**config.mk**
```make
export PLATFORM = sky130hd
export DESIGN_NAME = xor_rotate_mixed_lane_hash64_unit_flat
export DESIGN_NICKNAME = d
export VERILOG_FILES = /design/src/rtl/core/xrh_pkg.sv /design/src/rtl/core/xrh_if.sv /design/src/rtl/core/xrh_front.sv /design/src/rtl/core/xrh_queue.sv /design/src/rtl/core/xrh_mul.sv /design/src/rtl/core/xrh_back.sv /design/src/rtl/core/xor_rotate_mixed_lane_hash64_unit.sv /design/src/flat_wrapper.sv
export SDC_FILE = /design/constraint.sdc
export NUM_CORES = 2
export LEC_CHECK = 0
export BUFFER_PORTS_ARGS = -buffer_cell sky130_fd_sc_hd__buf_2
export CORE_MARGIN = 3
export CORE_UTILIZATION = 44
export CTS_CLUSTER_SIZE = 12
export DETAILED_ROUTE_END_ITERATION = 8
export PLACE_DENSITY_LB_ADDON = 0.2
export SETUP_SLACK_MARGIN = 0.3
export SYNTH_ARGS = -nofsm -noshare
export SYNTH_HDL_FRONTEND = slang
export SYNTH_SLANG_ARGS = --single-unit
```
**constraint.sdc**
```tcl
create_clock -name i_clk -period 22.4 [get_ports i_clk]
set_input_delay 2.24 -clock i_clk [delete_from_list [all_inputs] [get_ports i_clk]]
set_output_delay 2.24 -clock i_clk [all_outputs]
set_load 0.05 [all_outputs]
```
**src/rtl/core/xrh_pkg.sv**
```systemverilog
// shared types, constants and functions of the four-lane xor-rotate hash
package xrh_pkg;

    localparam logic FUNC_START = 1'b0;
    localparam logic FUNC_DATA  = 1'b1;

    localparam logic [63:0] K_GOLD = 64'h9E3779B97F4A7C15;
    localparam logic [63:0] K_M1   = 64'h85EBCA77C2B2AE3D;
    localparam logic [63:0] K_M2   = 64'hBF58476D1CE4E5B9;
    localparam logic [63:0] K_M3   = 64'h94D049BB133111EB;

    localparam int QDEPTH = 2;
    localparam int QAW    = (QDEPTH > 1) ? $clog2(QDEPTH) : 1;
    localparam int QCW    = $clog2(QDEPTH + 1);

    typedef struct packed {
        logic        is_seed;
        logic        last;
        logic [1:0]  lane;
        logic [2:0]  nbytes;
        logic        mix;
        logic [31:0] len;
        logic [63:0] data;
    } t_cmd;

    typedef struct packed {
        logic        start;
        logic [63:0] a;
        logic [63:0] b;
    } t_mul_req;

    function automatic logic [63:0] rotl64(input logic [63:0] x, input int unsigned k);
        return (x << k) | (x >> (64 - k));
    endfunction

    function automatic logic [63:0] lane_rotate(input logic [63:0] x, input logic [1:0] lane);
        logic [63:0] r;
        unique case (lane)
            2'd0:    r = rotl64(x, 11);
            2'd1:    r = rotl64(x, 17);
            2'd2:    r = rotl64(x, 23);
            default: r = rotl64(x, 57);
        endcase
        return r;
    endfunction

    function automatic logic [63:0] seed_const(input logic [1:0] idx);
        logic [63:0] r;
        unique case (idx)
            2'd0:    r = K_GOLD;
            2'd1:    r = K_M1;
            2'd2:    r = K_M2;
            default: r = K_M3;
        endcase
        return r;
    endfunction

endpackage

```
**src/rtl/core/xrh_if.sv**
```systemverilog
// request and result channel interfaces of the hash unit
interface xrh_req_if;
    logic        valid;
    logic        ready;
    logic        func;
    logic [63:0] seed;
    logic [31:0] message_length;
    logic [63:0] data_word;

    modport source (output valid, func, seed, message_length, data_word, input ready);
    modport sink   (input valid, func, seed, message_length, data_word, output ready);
endinterface

interface xrh_res_if;
    logic        valid;
    logic        ready;
    logic [63:0] digest;

    modport source (output valid, digest, input ready);
    modport sink   (input valid, digest, output ready);
endinterface

```
**src/rtl/core/xrh_front.sv**
```systemverilog
// request front end: tracks byte count and block position, classifies each request
module xrh_front #(
    parameter int LENGTH_BITS = 32
) (
    input  logic          i_clk,
    input  logic          i_rst_n,
    xrh_req_if.sink       i_req,
    input  logic          i_full,
    output logic          o_push,
    output xrh_pkg::t_cmd o_cmd
);

    localparam int LenW = (LENGTH_BITS < 32) ? LENGTH_BITS : 32;

    logic            r_active, n_active;
    logic [LenW-1:0] r_bl, n_bl;
    logic [1:0]      r_pos, n_pos;
    logic            r_parity, n_parity;

    logic            accept;
    logic [LenW-1:0] len_in;
    logic            tail;
    logic            short;
    logic            wrap;
    logic [LenW-1:0] data_bl;

    assign i_req.ready = !i_full;
    assign accept      = i_req.valid && !i_full;
    assign len_in      = i_req.message_length[LenW-1:0];

    assign tail    = (r_pos == 2'd0) && (r_bl < LenW'(32));
    assign short   = tail && (r_bl < LenW'(8));
    assign wrap    = !tail && (r_pos == 2'd3);
    assign data_bl = short ? '0 : (r_bl - LenW'(8));

    always_comb begin
        n_active = r_active;
        n_bl     = r_bl;
        n_pos    = r_pos;
        n_parity = r_parity;
        o_push   = 1'b0;
        o_cmd    = '0;
        if (accept) begin
            if (i_req.func == xrh_pkg::FUNC_START) begin
                o_push        = 1'b1;
                o_cmd.is_seed = 1'b1;
                o_cmd.last    = (len_in == '0);
                o_cmd.len     = 32'(len_in);
                o_cmd.data    = i_req.seed;
                n_active      = (len_in != '0);
                n_bl          = len_in;
                n_pos         = 2'd0;
                n_parity      = 1'b0;
            end else if (r_active) begin
                o_push       = 1'b1;
                o_cmd.lane   = tail ? 2'd0 : r_pos;
                o_cmd.nbytes = short ? r_bl[2:0] : 3'd0;
                o_cmd.mix    = wrap && r_parity;
                o_cmd.last   = (data_bl == '0);
                o_cmd.data   = i_req.data_word;
                n_bl         = data_bl;
                n_active     = (data_bl != '0);
                n_pos        = tail ? r_pos : r_pos + 2'd1;
                n_parity     = wrap ? !r_parity : r_parity;
            end
        end
    end

    always_ff @(posedge i_clk) begin
        if (!i_rst_n) begin
            r_active <= 1'b0;
            r_bl     <= '0;
            r_pos    <= 2'd0;
            r_parity <= 1'b0;
        end else begin
            r_active <= n_active;
            r_bl     <= n_bl;
            r_pos    <= n_pos;
            r_parity <= n_parity;
        end
    end

endmodule

```
**src/rtl/core/xrh_queue.sv**
```systemverilog
// short command queue between front end and lane engine
module xrh_queue (
    input  logic          i_clk,
    input  logic          i_rst_n,
    input  logic          i_push,
    input  xrh_pkg::t_cmd i_cmd,
    input  logic          i_pop,
    output logic          o_vld,
    output logic          o_full,
    output xrh_pkg::t_cmd o_cmd
);

    xrh_pkg::t_cmd                 r_mem [xrh_pkg::QDEPTH];
    logic [xrh_pkg::QAW-1:0]       r_wp;
    logic [xrh_pkg::QAW-1:0]       r_rp;
    logic [xrh_pkg::QCW-1:0]       r_cnt;

    assign o_vld  = (r_cnt != '0);
    assign o_full = (r_cnt == xrh_pkg::QCW'(xrh_pkg::QDEPTH));
    assign o_cmd  = r_mem[r_rp];

    always_ff @(posedge i_clk) begin
        if (i_push) begin
            r_mem[r_wp] <= i_cmd;
        end
    end

    always_ff @(posedge i_clk) begin
        if (!i_rst_n) begin
            r_wp  <= '0;
            r_rp  <= '0;
            r_cnt <= '0;
        end else begin
            if (i_push) begin
                r_wp <= (r_wp == xrh_pkg::QAW'(xrh_pkg::QDEPTH - 1)) ? '0 : r_wp + 1'b1;
            end
            if (i_pop) begin
                r_rp <= (r_rp == xrh_pkg::QAW'(xrh_pkg::QDEPTH - 1)) ? '0 : r_rp + 1'b1;
            end
            unique case ({i_push, i_pop})
                2'b10:   r_cnt <= r_cnt + 1'b1;
                2'b01:   r_cnt <= r_cnt - 1'b1;
                default: r_cnt <= r_cnt;
            endcase
        end
    end

    a_no_overflow: assert property (@(posedge i_clk) disable iff (!i_rst_n)
        !(i_push && o_full))
        else $error("queue push while full");

    a_no_underflow: assert property (@(posedge i_clk) disable iff (!i_rst_n)
        !(i_pop && !o_vld))
        else $error("queue pop while empty");

    a_count_track: assert property (@(posedge i_clk) disable iff (!i_rst_n)
        (i_push && !i_pop) |=> (r_cnt == $past(r_cnt) + 1'b1))
        else $error("queue count lost a request");

endmodule

```
**src/rtl/core/xrh_mul.sv**
```systemverilog
// 64x64 low-half multiplier, one 32x32 partial product per cycle
module xrh_mul (
    input  logic              i_clk,
    input  logic              i_rst_n,
    input  xrh_pkg::t_mul_req i_req,
    output logic              o_done,
    output logic [63:0]       o_p
);

    logic        r_busy;
    logic        r_done;
    logic [1:0]  r_cnt;
    logic [63:0] r_a;
    logic [63:0] r_b;
    logic [63:0] r_acc;
    logic [31:0] op_x;
    logic [31:0] op_y;
    logic [63:0] prod;

    always_comb begin
        unique case (r_cnt)
            2'd0: begin
                op_x = r_a[31:0];
                op_y = r_b[31:0];
            end
            2'd1: begin
                op_x = r_a[63:32];
                op_y = r_b[31:0];
            end
            default: begin
                op_x = r_a[31:0];
                op_y = r_b[63:32];
            end
        endcase
    end

    assign prod   = op_x * op_y;
    assign o_done = r_done;
    assign o_p    = r_acc;

    always_ff @(posedge i_clk) begin
        if (i_req.start) begin
            r_a <= i_req.a;
            r_b <= i_req.b;
        end
        if (r_busy) begin
            if (r_cnt == 2'd0) begin
                r_acc <= prod;
            end else begin
                r_acc[63:32] <= r_acc[63:32] + prod[31:0];
            end
        end
    end

    always_ff @(posedge i_clk) begin
        if (!i_rst_n) begin
            r_busy <= 1'b0;
            r_done <= 1'b0;
            r_cnt  <= 2'd0;
        end else if (i_req.start) begin
            r_busy <= 1'b1;
            r_done <= 1'b0;
            r_cnt  <= 2'd0;
        end else if (r_busy) begin
            r_cnt  <= r_cnt + 2'd1;
            r_done <= (r_cnt == 2'd2);
            r_busy <= (r_cnt != 2'd2);
        end else begin
            r_done <= 1'b0;
        end
    end

endmodule

```
**src/rtl/core/xrh_back.sv**
```systemverilog
// lane engine: seeding, absorb and cross-mix, fold and finaliser, result register
module xrh_back (
    input  logic          i_clk,
    input  logic          i_rst_n,
    input  logic          i_q_vld,
    input  xrh_pkg::t_cmd i_cmd,
    output logic          o_pop,
    xrh_res_if.source     o_res
);

    typedef enum logic [4:0] {
        S_IDLE = 5'b00001,
        S_SEED = 5'b00010,
        S_FOLD = 5'b00100,
        S_FIN  = 5'b01000,
        S_EMIT = 5'b10000
    } t_state;

    t_state            r_state, n_state;
    logic [63:0]       r_lane [4];
    logic [63:0]       n_lane [4];
    logic [63:0]       r_h, n_h;
    logic              r_last, n_last;
    logic [2:0]        r_idx, n_idx;
    logic [1:0]        r_fidx, n_fidx;
    logic              r_out_vld, n_out_vld;
    logic [63:0]       r_dig, n_dig;

    xrh_pkg::t_mul_req mul_req;
    logic              mul_done;
    logic [63:0]       mul_p;
    logic [63:0]       word;
    logic [63:0]       ab [4];
    logic [63:0]       fold;
    logic [63:0]       base;
    logic [2:0]        idx_m1;

    xrh_mul u_mul (
        .i_clk   (i_clk),
        .i_rst_n (i_rst_n),
        .i_req   (mul_req),
        .o_done  (mul_done),
        .o_p     (mul_p)
    );

    assign o_res.valid  = r_out_vld;
    assign o_res.digest = r_dig;

    // masked word and single-lane absorb
    always_comb begin
        if (i_cmd.nbytes == 3'd0) begin
            word = i_cmd.data;
        end else begin
            word = i_cmd.data & ~(64'hFFFF_FFFF_FFFF_FFFF << {i_cmd.nbytes, 3'b000});
        end
        for (int i = 0; i < 4; i++) begin
            if (i_cmd.lane == 2'(i)) begin
                ab[i] = xrh_pkg::lane_rotate(r_lane[i] ^ word, 2'(i));
            end else begin
                ab[i] = r_lane[i];
            end
        end
    end

    assign fold   = r_lane[0] ^ r_lane[1] ^ r_lane[2] ^ r_lane[3];
    assign base   = r_h ^ mul_p;
    assign idx_m1 = r_idx - 3'd1;

    always_comb begin
        n_state   = r_state;
        n_lane    = r_lane;
        n_h       = r_h;
        n_last    = r_last;
        n_idx     = r_idx;
        n_fidx    = r_fidx;
        n_dig     = r_dig;
        n_out_vld = r_out_vld && !o_res.ready;
        mul_req   = '0;
        o_pop     = 1'b0;

        unique case (r_state)
            S_IDLE: begin
                if (i_q_vld) begin
                    o_pop = 1'b1;
                    if (i_cmd.is_seed) begin
                        mul_req.start = 1'b1;
                        mul_req.a     = 64'(i_cmd.len);
                        mul_req.b     = xrh_pkg::K_GOLD;
                        n_h           = i_cmd.data;
                        n_last        = i_cmd.last;
                        n_idx         = 3'd0;
                        n_state       = S_SEED;
                    end else begin
                        if (i_cmd.mix) begin
                            n_lane[0] = ab[0] ^ xrh_pkg::rotl64(ab[2], 31);
                            n_lane[2] = ab[2] ^ xrh_pkg::rotl64(ab[0], 37);
                            n_lane[1] = ab[1] ^ xrh_pkg::rotl64(ab[3], 43);
                            n_lane[3] = ab[3] ^ xrh_pkg::rotl64(ab[1], 53);
                        end else begin
                            n_lane = ab;
                        end
                        if (i_cmd.last) begin
                            n_state = S_FOLD;
                        end
                    end
                end
            end
            S_SEED: begin
                if (mul_done) begin
                    if (r_idx == 3'd0) begin
                        mul_req.start = 1'b1;
                        mul_req.a     = base;
                        mul_req.b     = xrh_pkg::seed_const(2'd0);
                        n_h           = base;
                        n_idx         = 3'd1;
                    end else begin
                        n_lane[idx_m1[1:0]] = mul_p;
                        if (r_idx != 3'd4) begin
                            mul_req.start = 1'b1;
                            mul_req.a     = r_h;
                            mul_req.b     = xrh_pkg::seed_const(r_idx[1:0]);
                            n_idx         = r_idx + 3'd1;
                        end else begin
                            n_state = r_last ? S_FOLD : S_IDLE;
                        end
                    end
                end
            end
            S_FOLD: begin
                mul_req.start = 1'b1;
                mul_req.a     = fold ^ (fold >> 29);
                mul_req.b     = xrh_pkg::K_M1;
                n_fidx        = 2'd0;
                n_state       = S_FIN;
            end
            S_FIN: begin
                if (mul_done) begin
                    unique case (r_fidx)
                        2'd0: begin
                            mul_req.start = 1'b1;
                            mul_req.a     = mul_p ^ (mul_p >> 31);
                            mul_req.b     = xrh_pkg::K_M2;
                            n_fidx        = 2'd1;
                        end
                        2'd1: begin
                            mul_req.start = 1'b1;
                            mul_req.a     = mul_p ^ (mul_p >> 37);
                            mul_req.b     = xrh_pkg::K_GOLD;
                            n_fidx        = 2'd2;
                        end
                        default: begin
                            n_h     = mul_p ^ (mul_p >> 41);
                            n_state = S_EMIT;
                        end
                    endcase
                end
            end
            S_EMIT: begin
                if (!r_out_vld || o_res.ready) begin
                    n_out_vld = 1'b1;
                    n_dig     = r_h;
                    n_state   = S_IDLE;
                end
            end
            default: n_state = S_IDLE;
        endcase
    end

    always_ff @(posedge i_clk) begin
        r_h    <= n_h;
        r_idx  <= n_idx;
        r_fidx <= n_fidx;
        r_last <= n_last;
        r_dig  <= n_dig;
    end

    always_ff @(posedge i_clk) begin
        if (!i_rst_n) begin
            r_state   <= S_IDLE;
            r_out_vld <= 1'b0;
            for (int i = 0; i < 4; i++) begin
                r_lane[i] <= '0;
            end
        end else begin
            r_state   <= n_state;
            r_out_vld <= n_out_vld;
            r_lane    <= n_lane;
        end
    end

endmodule

```
**src/rtl/core/xor_rotate_mixed_lane_hash64_unit.sv**
```systemverilog
// top level of the four-lane xor-rotate hash with 64-bit digest
// throughput: one data request per cycle while the engine is idle; absorb occurs on queue pop
// a start request runs five 64-bit multiplies on the shared 32x32 multiplier
// the finaliser (fold plus three multiplies) runs before the digest appears
// an empty message goes from seeding straight to the finaliser
// synchronous active-low reset empties the queue, drops any message and clears the lanes
module xor_rotate_mixed_lane_hash64_unit #(
    parameter int LENGTH_BITS = 32
) (
    input  logic      i_clk,
    input  logic      i_rst_n,
    xrh_req_if.sink   i_req,
    xrh_res_if.source o_res
);

    logic          push;
    logic          pop;
    logic          q_vld;
    logic          q_full;
    xrh_pkg::t_cmd f_cmd;
    xrh_pkg::t_cmd q_cmd;

    xrh_front #(
        .LENGTH_BITS (LENGTH_BITS)
    ) u_front (
        .i_clk   (i_clk),
        .i_rst_n (i_rst_n),
        .i_req   (i_req),
        .i_full  (q_full),
        .o_push  (push),
        .o_cmd   (f_cmd)
    );

    xrh_queue u_queue (
        .i_clk   (i_clk),
        .i_rst_n (i_rst_n),
        .i_push  (push),
        .i_cmd   (f_cmd),
        .i_pop   (pop),
        .o_vld   (q_vld),
        .o_full  (q_full),
        .o_cmd   (q_cmd)
    );

    xrh_back u_back (
        .i_clk   (i_clk),
        .i_rst_n (i_rst_n),
        .i_q_vld (q_vld),
        .i_cmd   (q_cmd),
        .o_pop   (pop),
        .o_res   (o_res)
    );

endmodule

```
**src/flat_wrapper.sv**
```systemverilog
// flat-port wrapper written by rule: the top's interface ports become plain ports
module xor_rotate_mixed_lane_hash64_unit_flat 
#(
    parameter int LENGTH_BITS = 32
)
  (i_clk, i_rst_n, i_req_valid, i_req_func, i_req_seed, i_req_message_length, i_req_data_word, i_req_ready, o_res_valid, o_res_digest, o_res_ready);
  xrh_req_if i_req_i ();
  xrh_res_if o_res_i ();
  input  logic i_clk;
  input  logic i_rst_n;
  input wire logic [$bits(i_req_i.valid)-1:0] i_req_valid;
  input wire logic [$bits(i_req_i.func)-1:0] i_req_func;
  input wire logic [$bits(i_req_i.seed)-1:0] i_req_seed;
  input wire logic [$bits(i_req_i.message_length)-1:0] i_req_message_length;
  input wire logic [$bits(i_req_i.data_word)-1:0] i_req_data_word;
  output wire logic [$bits(i_req_i.ready)-1:0] i_req_ready;
  output wire logic [$bits(o_res_i.valid)-1:0] o_res_valid;
  output wire logic [$bits(o_res_i.digest)-1:0] o_res_digest;
  input wire logic [$bits(o_res_i.ready)-1:0] o_res_ready;
  assign i_req_i.valid = i_req_valid;
  assign i_req_i.func = i_req_func;
  assign i_req_i.seed = i_req_seed;
  assign i_req_i.message_length = i_req_message_length;
  assign i_req_i.data_word = i_req_data_word;
  assign i_req_ready = i_req_i.ready;
  assign o_res_valid = o_res_i.valid;
  assign o_res_digest = o_res_i.digest;
  assign o_res_i.ready = o_res_ready;
  xor_rotate_mixed_lane_hash64_unit #(.LENGTH_BITS(LENGTH_BITS)) u_core (.i_clk(i_clk), .i_rst_n(i_rst_n), .i_req(i_req_i), .o_res(o_res_i));
endmodule
```
-- Yosys cells after proc, flatten, opt, wreduce, memory -nomap -nowiden
Memories as Yosys holds them, arrays and structs flattened. A register that Yosys moved wholly into a read port is not among the register bits.
Cells that the tools add are included.
- register bits after elaboration: 632
- latch bits: 0
- RAM bits: 208
- ROM bits: 0
- input port bits: 165
- word-level logic and storage cells: 240
- memories kept: 1
- add/sub/neg operators: 10
- multiply operators: 1
- div/mod/pow operators: 0
- order comparisons: 4
- equality and inequality tests: 35
- shift-type cells: 1
- multiplexer cells: 90
- bitwise logic cells: 29
- reduce and logical (&&, ||, !) cells: 44
- memories (memory ; depth ; width ; rd ports ; clocked after memory_dff ; wr ports ; RTL line ; RTL):
    u_core.u_queue.r_mem ; 2 ; 104 ; 1 ; 1 ; 1 ; xrh_queue.sv:13 ; xrh_pkg::t_cmd r_mem [xrh_pkg::QDEPTH];
- operators by type and width (cell ; count):
    $mux W256 ; 5
    $mux W64 ; 14
    $mux W129 ; 6
    $xor A64 B64 Y64 ; 12
    $pmux W129 S4 ; 1
    $pmux W256 S2 ; 1
    $pmux W129 S2 ; 1
    $bwmux W256 ; 1
    $mux W32 ; 7
    $pmux W64 S3 ; 1
    $pmux W62 S3 ; 1
    $demux W64 S2 ; 1
    $mux W104 ; 1
    $and A64 B64 Y64 ; 1
    $logic_not A32 Y1 ; 2
    $mul A32 B32 Y64 ; 1
    $not A64 Y64 ; 1
    $or A64 B11 Y64 ; 1
    $or A64 B17 Y64 ; 1
    $or A64 B23 Y64 ; 1
    $or A64 B31 Y64 ; 1
    $or A64 B37 Y64 ; 1
    $or A64 B43 Y64 ; 1
    $or A64 B53 Y64 ; 1
    53 further kinds ; 150

-- Depth between registers and ports, before layout
- depth after elaboration: 13
- depth in mapped cells: 43
- gate-level depth less buffers: 39

-- Hierarchy
Synthesis repeated with hierarchy kept, for this count alone.
- cells, all modules: 9830
- area, all modules: 89594.7 µm²
- modules (own cells, without submodules) (module ; instances ; cells each ; area an instance (µm²) ; seq. area each (µm²)):
    xrh_mul ; 1 ; 4291 ; 41048.1 ; 5845.6
    xrh_back ; 1 ; 4719 ; 37063.0 ; 9268.9
    xrh_queue ; 1 ; 346 ; 7965.1 ; 6346.1
    xrh_front ; 1 ; 474 ; 3518.4 ; 720.7

-- Least setup slack after synthesis
OpenSTA, ideal clock, no wires.
- path type: register to register
- start point: register u_core.u_back.u_mul.r_cnt[1]
- end point: register u_core.u_back.u_mul.r_acc[63], in the netlist u_core.u_back.u_mul.o_p[63], data pin
- library setup time: 270 ps
- data arrival time: 9373 ps
- required time: 22130 ps
- slack: 12757 ps
- stages on the path, launching flop included: 38
- buffers on the path: 4
- clock period less this slack: 9643 ps
- path through: dfxtp_1 > inv_1 > ha_1 > clkbuf_1 > clkbuf_1 > clkbuf_1 > mux2i_1 > nor2_1 > fa_1 > fa_1 > inv_1 > fa_1 > fa_1 > inv_1 > fa_1 > fa_1 > inv_1 > fa_1 > [2 not listed] > ha_1 > a21oi_1 > nor2b_1 > o21a_1 > nor4_1 > o21bai_1 > xor2_1 > ha_1 > and3_1 > clkbuf_1 > nand2_1 > nor2_1 > o21ai_0 > o21ai_1 > or4_1 > a31oi_1 > xnor2_1 > o211ai_1
- word-level cells in the longest chain between the ends: 6
- ends and longest elaborated chain (item ; RTL line ; RTL):
    start, declared ; xrh_mul.sv:12 ; logic [1:0] r_cnt;
    start signal, assigned ; xrh_mul.sv:65 ; r_cnt <= r_cnt + 2'd1;
    $eq A2 B1 Y1 / $logic_not A2 Y1 (equally long branches) ; xrh_mul.sv:21 ; unique case (r_cnt)
    $reduce_or A2 Y1 (no source line) ; -- ;
    $mux W32 ; xrh_mul.sv:21 ;
    $mul A32 B32 Y64 * ; xrh_mul.sv:37 ; assign prod = op_x * op_y;
    net u_core.u_back.u_mul.prod[25] ; xrh_mul.sv:18 ; logic [63:0] prod;
    $add A32 B32 Y32 * ; xrh_mul.sv:50 ; r_acc[63:32] <= r_acc[63:32] + prod[31:0];
    $mux W32 * ; xrh_mul.sv:47 ; if (r_cnt == 2'd0) begin
    end signal, assigned ; xrh_mul.sv:48 ; r_acc <= prod;
    end signal, assigned ; xrh_mul.sv:50 ;
    end, declared ; xrh_mul.sv:15 ; logic [63:0] r_acc;
The timed path passes the listed nets; every way through them passes the cells marked *.
A chain may end at the register's enable or synchronous reset.

-- Final worst setup path
Ends and elaborated chain as after synthesis.

==> flow_metrics.py <==
metrics = {
    "min_path": {
        "hold_path.class": "reg2reg",
        "min_delay_path_depth": 2,
    },
    "die": {
        "io_pins": 231,
        "initial_core_util_pct": 44.46,
        "core_area_um2": 181500,
        "chipWidth_um": 434.3,
        "placementRows": 156,
        "die_area_um2": 188600,
        "die_h_um": 434.3,
    },
    "synthesis": {
        "synth_area_per_cell_um2": 9.162,
        "async_flop_share_pct": 0,
        "synth_top_family_by_area": "adder cells",
        "yosysSeqAreaShare_pct": 25.66,
        "synthAdderAreaFrac_pct": 27.03,
        "synth_mux_area_share_pct": 3.816,
        "synth_xor_area_share_pct": 8.986,
        "synthesis.nets": 10180,
        "syn_inst": 8808,
        "synth_seq_cells": 792,
        "synth_edf_count": 485,
        "synthDistinctLibCells": 91,
        "synth_area_um2": 80700,
        "yosys.area_share.simple_pct": 14.09,
        "synth_compound_area_share_pct": 13.49,
        "ys.flop_type": "edfxtp_1",
        "yosysWarnings": 0,
    },
    "worst_setup_path": {
        "crit_fanout": 52,
        "regToRegSetupSlack_ns": 10.81,
        "max_stage_delay_ns": 0.89,
        "cp.required_ns": 22.88,
        "cp.arrival_ns": 12.07,
        "end_kind": "flop",
        "crit_top_cell": "fa_1",
        "r2r_cells": 33,
        "path_class": "reg2reg",
        "start_kind": "flop",
        "crit_path_top_delay_cell": "mux2i_2",
    },
    "sta": {
        "fin_tns_setup_ns": 0,
        "setup_violations": 0,
        "fin_hold_ws_ns": 0.4971,
        "hold_viol": 0,
        "period_needed_ns": 11.59,
        "finalCritPeriodShare_pct": 51.73,
        "slew-limit-headroom_pct": -2.173,
        "rsz0062_at_grt": "false",
        "tightest_slew_ns": 1.490,
        "fmax_mhz": 86.31,
        "fin_skew_ns": 0.05040,
        "slew_viol_final": 1,
    },
    "cts": {
        "ctsHoldBuffers": 0,
        "cts_resized": 0,
        "clock_path_buffers": 3,
        "clk_pin_slew_ns": 0.07,
        "clock_latency_ns": 0.77,
        "cts_inserted_buffers": 90,
        "clock-sinks": 792,
        "cts_tree": "built",
        "postCtsSetupBuffers": 0,
        "cts_max_level": 3,
        "clockRootBuffer": "clkbuf_16",
    },
    "route": {
        "drt-total-wl_um": 389800,
        "ant_nets": 0,
        "vias_per_cell": 6.204,
        "vias": 69790,
        "post-route-drc-count": 8,
        "wl_per_cell_um": 34.65,
        "drt_iter0_drc": 8537,
        "drt_pass1_iterations": 9,
    },
    "layout": {
        "nFillCells": 17500,
        "instances_no_fill": 11250,
        "num-nets-final": 10150,
        "area_growth_pct": 8.628,
        "layout-drive-gt1-share_pct": 8.672,
    },
    "status": {
        "violations": "design-rule violations, max-capacitance violations, max-slew violations",
        "status": "finished with violations",
    },
    "placed_design": {
        "gp_congestion": 1.074,
        "post-dp-hpwl_um": 303100,
        "io_buffer_count": 230,
        "place_inst": 11060,
    },
    "global_routing": {
        "grt.total_usage_pct": 41.08,
        "grt_max_degree": 164,
        "grt_overflow": 0,
        "antenna_found_initial": 32,
        "grt_pass1_vias": 68010,
        "grt_pass1_wl_um": 538600,
    },
    "run": {
        "drv_cap": 1,
    },
}
[final timing paths]
check	startpoint	to
min	u_core.u_front.r_parity$_SDFFE_PN0P_	u_core.u_front.r_parity$_SDFFE_PN0P_
min reg2reg	u_core.u_front.r_parity$_SDFFE_PN0P_	u_core.u_front.r_parity$_SDFFE_PN0P_
max reg2reg	u_core.u_back.u_mul.r_cnt[1]$_SDFFE_PP0P_	u_core.u_back.u_mul.o_p[63]$_DFFE_PP_
max	u_core.u_back.u_mul.r_cnt[1]$_SDFFE_PP0P_	u_core.u_back.u_mul.o_p[63]$_DFFE_PP_
[kinds of logic after synthesis]
group / after synthesis
AOI/OAI and AO/OA: 1658
buffers and inverters: 1470
adders and majority gates: 1205
and+or+nand+nor: 2559
muxes: 296
DFF: 792
xor gates and xnor gates: 828
[through the flow]
| step | utilization [%] | area [um2] | setup WS, ns |
|---|---|---|---|
| 6_report | 48.29 | 87670 | 10.81 |
| 3_3_place_gp | 46.60 | 84580 | 11.01 |
| 5_1_grt | 48.27 | 87620 | 10.30 |
| 2_1_floorplan | - | 80700 | 12.76 |
| 4_1_cts | 48.25 | 87590 | 10.90 |
| 3_5_place_dp | 46.60 | 84580 | 10.98 |
[worst max-delay path, delay by kind of cell (launching register included)]
family,cells,cell delay (ns)
fa+ha+maj,11,4.75
compound gates,12,2.93
simple gates,3,0.96
buf+inv,4,0.93
mux,1,0.89
xor+xnor,2,0.42
flops,1,0.33
[layout make-up]
class | instances | area [um2] | share of cell area (%)
Antenna cell | 23 | 57.56 | 0.06565
Clock buffer | 124 | 2492 | 2.843
Clock inverter | 43 | 518.0 | 0.5909
Inverter | 920 | 3453 | 3.939
Multi-Input combinational cell | 6546 | 54760 | 62.47
Sequential cell | 792 | 20710 | 23.63
Tap cell | 2370 | 2965 | 3.383
Timing Repair Buffer | 431 | 2704 | 3.084
[routing by layer]
| layer | track usage (%) | routed length, um |
|---|---|---|
| met1 | 49.49 | 142000 |
| met4 | 34.30 | 40100 |
| met2 | 62.94 | 171800 |
| met5 | 0 | 91 |
| met3 | 8.826 | 35860 |
[sequential cells by signal (all words and copies together), names as in the netlist, 2 cells and up, named ones only]
signal,cells
u_core.u_back.u_mul.r_cnt,2
u_core.u_front.r_pos,2
u_core.u_queue.r_cnt,2
u_core.u_back.u_mul.r_b,15
u_core.u_back.r_idx,3
u_core.u_back.r_state,5
u_core.u_back.u_mul.r_a,64
u_core.u_back.u_mul.o_p,64
u_core.u_back.r_fidx,2
u_core.u_back.o_res.digest,64
u_core.u_back.r_h,64
u_core.u_front.r_bl,32
u_core.u_back.r_lane,256
u_core.u_queue.r_mem,208
[cells in the final DEF, fill, tap and decap left out, types with 28 or more instances in the layout]
master | Yosys | layout
clkbuf_16 | 0 | 92
a21oi_1 | 443 | 434
and3_1 | 55 | 55
buf_4 | 6 | 198
nor3_1 | 39 | 38
a22o_1 | 65 | 65
mux2_2 | 83 | 82
and2_1 | 109 | 109
nor2b_1 | 197 | 195
a211oi_1 | 168 | 168
nor2_1 | 822 | 819
xnor2_1 | 422 | 420
fa_1 | 897 | 897
ha_1 | 308 | 305
a21o_1 | 48 | 48
o221ai_1 | 38 | 38
nand2_1 | 1034 | 1030
nand2b_1 | 71 | 71
dfxtp_1 | 307 | 306
edfxtp_1 | 485 | 485
inv_1 | 919 | 919
xor2_1 | 406 | 405
o211ai_1 | 75 | 75
o21bai_1 | 28 | 28
mux2i_1 | 212 | 200
o21ai_0 | 373 | 373
buf_2 | 32 | 229
nand3_1 | 98 | 95
a221o_1 | 60 | 60
a221oi_1 | 34 | 34
o22ai_1 | 60 | 59
a21boi_0 | 31 | 31
[cells in the mapped netlist, types with 55 or more instances]
library cell | number | area [um2]
a211oi_1 | 168 | 1261
a21oi_1 | 443 | 2217
a221o_1 | 60 | 600.6
a22o_1 | 65 | 569.3
and2_1 | 109 | 681.9
and3_1 | 55 | 344.1
clkbuf_1 | 463 | 1738
dfxtp_1 | 307 | 6146
edfxtp_1 | 485 | 14560
fa_1 | 897 | 17960
ha_1 | 308 | 3854
inv_1 | 919 | 3450
mux2_2 | 83 | 934.7
mux2i_1 | 212 | 2122
nand2_1 | 1034 | 3881
nand2b_1 | 71 | 444.2
nand3_1 | 98 | 490.5
nor2_1 | 822 | 3085
nor2b_1 | 197 | 1232
o211ai_1 | 75 | 563.0
o21ai_0 | 373 | 1867
o22ai_1 | 60 | 375.4
xnor2_1 | 422 | 3696
xor2_1 | 406 | 3556
Power is left out: the tool's default activity adds up to more than one toggle a clock period on the data nets, which glitch-free logic cannot reach.
